**src/design/clpt_pkg.sv**
```systemverilog
// Shared constants for the closest-points-between-two-lines datapath.
package clpt_pkg;

  // Default coordinate width in bits (signed fixed point).
  localparam int COORD_WIDTH_DEF = 32;

  // Width and reset value of the parallel limit register.
  localparam int LIMIT_W = 32;
  localparam logic [LIMIT_W-1:0] LIMIT_RESET = 32'd1;

  // Operand chunk width of one multiplier slice.
  localparam int MUL_CW = 34;

  // Fraction bits kept in the line parameters s and t.
  localparam int SFRAC = 32;

endpackage

```
**src/design/clpt_mul.sv**
```systemverilog
// Pipelined signed multiplier built from chunk-by-chunk partial products.
module clpt_mul #(
  parameter int AW = 33,
  parameter int BW = 33
) (
  input  logic                 clk,
  input  logic                 en,
  input  logic signed [AW-1:0] a,
  input  logic signed [BW-1:0] b,
  output logic [AW+BW-1:0]     p
);
  import clpt_pkg::*;

  localparam int NA  = (AW + MUL_CW - 1) / MUL_CW;
  localparam int NB  = (BW + MUL_CW - 1) / MUL_CW;
  localparam int NP  = NA * NB;
  localparam int AXW = NA * MUL_CW;
  localparam int BXW = NB * MUL_CW;
  localparam int ACW = AXW + BXW;
  localparam int OW  = AW + BW;

  logic [AW-1:0]  a_mag;
  logic [BW-1:0]  b_mag;
  logic [AXW-1:0] am_r  [NP];
  logic [BXW-1:0] bm_r  [NP];
  logic           neg_r [NP+1];
  logic [ACW-1:0] acc_r [1:NP];
  logic [OW-1:0]  p_r;

  // Split operands into magnitude and sign
  assign a_mag = a[AW-1] ? (AW'(~a) + AW'(1)) : AW'(a);
  assign b_mag = b[BW-1] ? (BW'(~b) + BW'(1)) : BW'(b);

  always_ff @(posedge clk) begin
    if (en) begin
      am_r[0]  <= AXW'(a_mag);
      bm_r[0]  <= BXW'(b_mag);
      neg_r[0] <= a[AW-1] ^ b[BW-1];
    end
  end

  // Accumulate one partial product per stage
  for (genvar k = 1; k <= NP; k++) begin : g_pp
    localparam int I = (k - 1) / NB;
    localparam int J = (k - 1) % NB;
    logic [2*MUL_CW-1:0] pp;

    assign pp = am_r[k-1][I*MUL_CW +: MUL_CW] * bm_r[k-1][J*MUL_CW +: MUL_CW];

    if (k == 1) begin : g_first
      always_ff @(posedge clk) begin
        if (en) acc_r[k] <= ACW'(pp) << ((I + J) * MUL_CW);
      end
    end else begin : g_next
      always_ff @(posedge clk) begin
        if (en) acc_r[k] <= acc_r[k-1] + (ACW'(pp) << ((I + J) * MUL_CW));
      end
    end

    if (k < NP) begin : g_pass
      always_ff @(posedge clk) begin
        if (en) begin
          am_r[k] <= am_r[k-1];
          bm_r[k] <= bm_r[k-1];
        end
      end
    end

    always_ff @(posedge clk) begin
      if (en) neg_r[k] <= neg_r[k-1];
    end
  end

  // Restore the sign
  always_ff @(posedge clk) begin
    if (en) begin
      p_r <= neg_r[NP] ? (OW'(~acc_r[NP][OW-1:0]) + OW'(1)) : acc_r[NP][OW-1:0];
    end
  end

  assign p = p_r;

endmodule

```
**config.mk**
```make
export PLATFORM = sky130hd
export DESIGN_NAME = clpt_mul
export DESIGN_NICKNAME = d
export VERILOG_FILES = /design/src/design/clpt_pkg.sv /design/src/design/clpt_mul.sv
export SDC_FILE = /design/constraint.sdc
export NUM_CORES = 2
export LEC_CHECK = 0
export BUFFER_PORTS_ARGS = -buffer_cell sky130_fd_sc_hd__buf_2
export CAP_MARGIN = 20
export CORE_ASPECT_RATIO = 0.8
export CORE_MARGIN = 2
export CORE_UTILIZATION = 48
export CTS_CLUSTER_DIAMETER = 100
export DETAILED_ROUTE_END_ITERATION = 10
export PLACE_DENSITY = 0.78
export SKIP_CTS_REPAIR_TIMING = 1
export SLEW_MARGIN = 0
export SYNTH_ARGS = -nofsm -noshare
export SYNTH_HDL_FRONTEND = slang
export SYNTH_SLANG_ARGS = --single-unit
```
**constraint.sdc**
```tcl
create_clock -name clk -period 7.2 [get_ports clk]
set_input_delay 0 -clock clk [delete_from_list [all_inputs] [get_ports clk]]
set_output_delay 0 -clock clk [all_outputs]
set_load 0.005 [all_outputs]
```
==> impl_table.tex <==
\begin{tabular}{lr}
\hline
Metric & Value \\
\hline
\multicolumn{2}{l}{\textbf{Run status}} \\
\quad Outcome & complete, but fails checks \\
\quad Failing checks & negative setup slack \\
\multicolumn{2}{l}{\textbf{Route}} \\
\quad Number of DRC violations after detailed-routing iteration 0 & 2364 \\
\quad Routed wire length & 121 mm \\
\quad Total number of vias & 33500 \\
\quad Pre-Repair DR Iteration Count & 5 \\
\quad Post-detailed-route via-to-cell ratio & 5.36 \\
\quad Routed length per placed instance & 19.3 µm \\
\quad DRT antenna net count & 0 \\
\quad DR DRC count & 0 \\
\multicolumn{2}{l}{\textbf{Worst setup path}} \\
\quad Arrival time reported for the critical path endpoint & 8.03 ns \\
\quad Slack of the worst reg-to-reg path & -0.49 ns \\
\quad Max Fanout on Critical Path & 5 \\
\quad Path type of the worst setup path & reg2reg \\
\quad Worst path required time & 7.53 ns \\
\quad Startpoint of the worst-slack reg-to-reg timing path & am\_r[0][8] \\
\quad Worst Reg-to-Reg Cells & 27 \\
\quad Category of the worst setup path launch point & flop \\
\quad Terminus of the critical flop-to-flop path & acc\_r[1][56] \\
\quad Kind of end point of the critical path & flop \\
\multicolumn{2}{l}{\textbf{Die}} \\
\quad Die width & 346 µm \\
\quad I/O Pins & 134 \\
\quad Standard-cell rows & 100 \\
\quad Die span in y & 277 µm \\
\quad Effective utilization at floorplan & 48.3\% \\
\quad Die area & 96000 µm² \\
\quad Core Area & 92800 µm² \\
\multicolumn{2}{l}{\textbf{Synthesis}} \\
\quad Dominant cell by count in the synthesized netlist & sky130\_fd\_sc\_hd\_\_inv\_1 \\
\quad Predominant post-synthesis flop cell & sky130\_fd\_sc\_hd\_\_edfxtp\_1 \\
\quad Share of Yosys cell area claimed by the top area cell type & 42.7\% \\
\quad FFs w/ async S/R, synth & 0\% \\
\quad Count of flip-flops with a built-in enable after synthesis & 200 \\
\quad Count of unique library cells instantiated by Yosys & 70 \\
\quad Count of yosys warnings during synthesis & 0 \\
\quad Post-synthesis instance total & 4621 \\
\quad Top cells by area in the synthesized netlist & sky130\_fd\_sc\_hd\_\_fa\_1 (43\%), sky130\_fd\_sc\_hd\_\_edfxtp\_1 (13\%), sky130\_fd\_sc\_hd\_\_and2\_1 (9.5\%) \\
\quad Leading post-synthesis cells by instance count & sky130\_fd\_sc\_hd\_\_inv\_1 (1034), sky130\_fd\_sc\_hd\_\_fa\_1 (957), sky130\_fd\_sc\_hd\_\_and2\_1 (683) \\
\quad Fraction of the yosys area taken by sequential cells & 13.4\% \\
\quad Mean area per synthesized cell & 9.71 µm² \\
\quad Cell area after synthesis & 44900 µm² \\
\quad Number of nets produced by synthesis & 5954 \\
\quad Count of state elements after synthesis & 200 \\
\quad Post-synthesis cell type with the largest combined area & sky130\_fd\_sc\_hd\_\_fa\_1 \\
\multicolumn{2}{l}{\textbf{GRT}} \\
\quad Number of global-route vias before repair & 35300 \\
\quad Global-route wire length before repair & 187 mm \\
\quad GRT Util Overall & 24.6\% \\
\quad Pin count of the biggest net entering global routing & 82 \\
\quad Number of antenna violations at the first check in global routing & 0 \\
\quad Gr ovfl total & 0 \\
\multicolumn{2}{l}{\textbf{STA}} \\
\quad Actual transition at the worst max-transition pin & 0.958 ns \\
\quad Worst rel slew slack & 36.2\% \\
\quad Highest Clock Rate & 0.130 GHz \\
\quad Final setup viols & 22 \\
\quad RSZ-0062 raised after global routing & true \\
\quad Final number of hold-violating endpoints & 0 \\
\quad Post-route minimum period & 7.69 ns \\
\quad Setup slack after layout & -0.494 ns \\
\quad Part of the cycle the worst path needs & 107\% \\
\quad Worst clock skew on the final layout & 0.0294 ns \\
\quad Final max-slew violation count & 0 \\
\multicolumn{2}{l}{\textbf{Final layout}} \\
\quad Fraction of layout instances using a drive strength above 1 & 15.7\% \\
\quad Layout area overhead & 16.8\% \\
\quad Final-stage net count & 6342 \\
\quad Finished Core Util & 56.4\% \\
\quad Antenna diode instance count & 0 \\
\multicolumn{2}{l}{\textbf{CTS}} \\
\quad Clock-pin slew of the registers on the worst-case setup and hold paths & 0.09 ns \\
\quad H-tree depth & 4 \\
\quad Worst-Skew Late Latency & 0.51 ns \\
\quad Clock tree root driver cell & sky130\_fd\_sc\_hd\_\_clkbuf\_16 \\
\quad Num CTS Buffers & 17 \\
\quad Number of buffers on the longest clock path & 2 \\
\quad Number of sinks driven by the clock tree & 200 \\
\quad TritonCTS clock tree & done \\
\multicolumn{2}{l}{\textbf{Flow run}} \\
\quad Max-cap violation count & 0 \\
\multicolumn{2}{l}{\textbf{Placement}} \\
\quad Global placer's final weighted congestion & 0.922 \\
\quad Dpl hpwl & 96.5 mm \\
\quad IO buf count & 133 \\
\multicolumn{2}{l}{\textbf{Min path}} \\
\quad End of the worst hold path & bm\_r[0][20] \\
\quad Worst hold-check path type & in2reg \\
\quad Worst hold path startpoint & b[20] \\
\quad Number of instances on the worst hold path & 2 \\
\hline
\end{tabular}
layout by cell type (no fill, tap or decap), types with 22 or more instances in the layout:
cell type and n:
sky130_fd_sc_hd__clkbuf_16 26, sky130_fd_sc_hd__ha_4 22, sky130_fd_sc_hd__nand2_1 490, sky130_fd_sc_hd__buf_6 40
sky130_fd_sc_hd__and2_1 671, sky130_fd_sc_hd__buf_4 310, sky130_fd_sc_hd__fa_1 917, sky130_fd_sc_hd__ha_1 286
sky130_fd_sc_hd__inv_2 27, sky130_fd_sc_hd__dlygate4sd3_1 69, sky130_fd_sc_hd__xor2_1 23, sky130_fd_sc_hd__xnor2_1 160
sky130_fd_sc_hd__inv_1 1007, sky130_fd_sc_hd__edfxtp_1 200, sky130_fd_sc_hd__a21oi_1 51, sky130_fd_sc_hd__buf_2 132
sky130_fd_sc_hd__o31ai_1 33, sky130_fd_sc_hd__fa_2 40, sky130_fd_sc_hd__a21o_1 28, sky130_fd_sc_hd__buf_12 43
sky130_fd_sc_hd__o21ai_0 55, sky130_fd_sc_hd__nor2_1 36, sky130_fd_sc_hd__o41ai_1 24
sequential cells by signal (all words and copies together) (netlist names):
name and cells:
neg_r 2, p 66, am_r 33, bm_r 33, acc_r 66
how the worst max path moves through the flow:
| stage | start | to | slack, ns | cells after the start |
|---|---|---|---|---|
| 5_1_grt | bm_r[0][11] | acc_r[1][64] | -0.71 | 26 |
| 2_1_floorplan | am_r[0][20] | acc_r[1][63] | 0.01 | 26 |
| 6_report | am_r[0][8] | acc_r[1][56] | -0.49 | 27 |
| 4_1_cts | am_r[0][19] | acc_r[1][56] | -0.52 | 25 |
| 3_3_place_gp | am_r[0][9] | acc_r[1][62] | -0.40 | 24 |
| 3_5_place_dp | am_r[0][19] | acc_r[1][56] | -0.51 | 25 |
cells by family (layout without fill, tap and decap cells):
logic type               after synthesis  in the layout  synth area share [%]
AO/OA/AOI/OAI                        309            309                  4.60
XOR/XNOR                             188            188                  3.67
adder cells (fa/ha/maj)             1265           1265                  51.3
buffers and inverters               1274           1675                  10.7
flip-flops                           200            200                  13.4
multiplexers                           1              1                0.0223
AND/OR/NAND/NOR                     1384           1384                  16.3
critical path, stage by stage, from the launching register on:
cell                        delay, ns
sky130_fd_sc_hd__edfxtp_1        0.44
sky130_fd_sc_hd__buf_6           0.16
sky130_fd_sc_hd__buf_4           0.13
sky130_fd_sc_hd__and2_1          0.14
sky130_fd_sc_hd__fa_1            0.46
sky130_fd_sc_hd__fa_1            0.52
sky130_fd_sc_hd__inv_1           0.10
sky130_fd_sc_hd__fa_1            0.58
sky130_fd_sc_hd__inv_2           0.05
sky130_fd_sc_hd__fa_1            0.52
sky130_fd_sc_hd__inv_2           0.04
sky130_fd_sc_hd__fa_2            0.55
sky130_fd_sc_hd__inv_1           0.05
sky130_fd_sc_hd__fa_2            0.34
sky130_fd_sc_hd__fa_1            0.51
sky130_fd_sc_hd__inv_1           0.05
sky130_fd_sc_hd__fa_1            0.52
sky130_fd_sc_hd__inv_2           0.05
sky130_fd_sc_hd__ha_4            0.27
sky130_fd_sc_hd__a21oi_2         0.05
sky130_fd_sc_hd__o21a_1          0.20
sky130_fd_sc_hd__and4_4          0.19
sky130_fd_sc_hd__a31oi_4         0.22
sky130_fd_sc_hd__nand4_1         0.24
sky130_fd_sc_hd__a2111oi_4       0.52
sky130_fd_sc_hd__o21ai_2         0.18
sky130_fd_sc_hd__o2111a_1        0.26
sky130_fd_sc_hd__a311oi_1        0.20
final cells by class:
class	count	area [µm²]
Inverter	1034	3880
Multi-Input combinational cell	3147	35000
Sequential cell	200	6010
Tap cell	1224	1530
Clock inverter	15	234
Fill cell	7633	40400
Timing Repair Buffer	609	5300
Clock buffer	17	425
through the flow:
stage                     instance area, µm²  setup TNS, ns  instances  setup slack (ns)  hold slack, ns
after detailed placement               49400          -8.74       6100            -0.505           0.225
after global routing                   52400         -11.91       6246            -0.715          0.0272
final                                  52400          -5.86       6246            -0.494          0.0561
after global placement                 49400          -5.81       6100            -0.402           0.233
after floorplan                        45000              0       4621           0.00967          0.0989
after CTS                              50100          -9.71       6132            -0.519          -0.300
layer usage:
metal	global-route usage (%)	share of wire (%)	vias up
li1	-	-	14600
met1	31.3	38	17100
met2	41.7	50	1368
met3	3.47	6.5	363
met4	11.2	5.3	0
met5	0	0	-
Power is not shown: default switching activity piles up to over one toggle a cycle in this logic, so the estimate is an artifact.
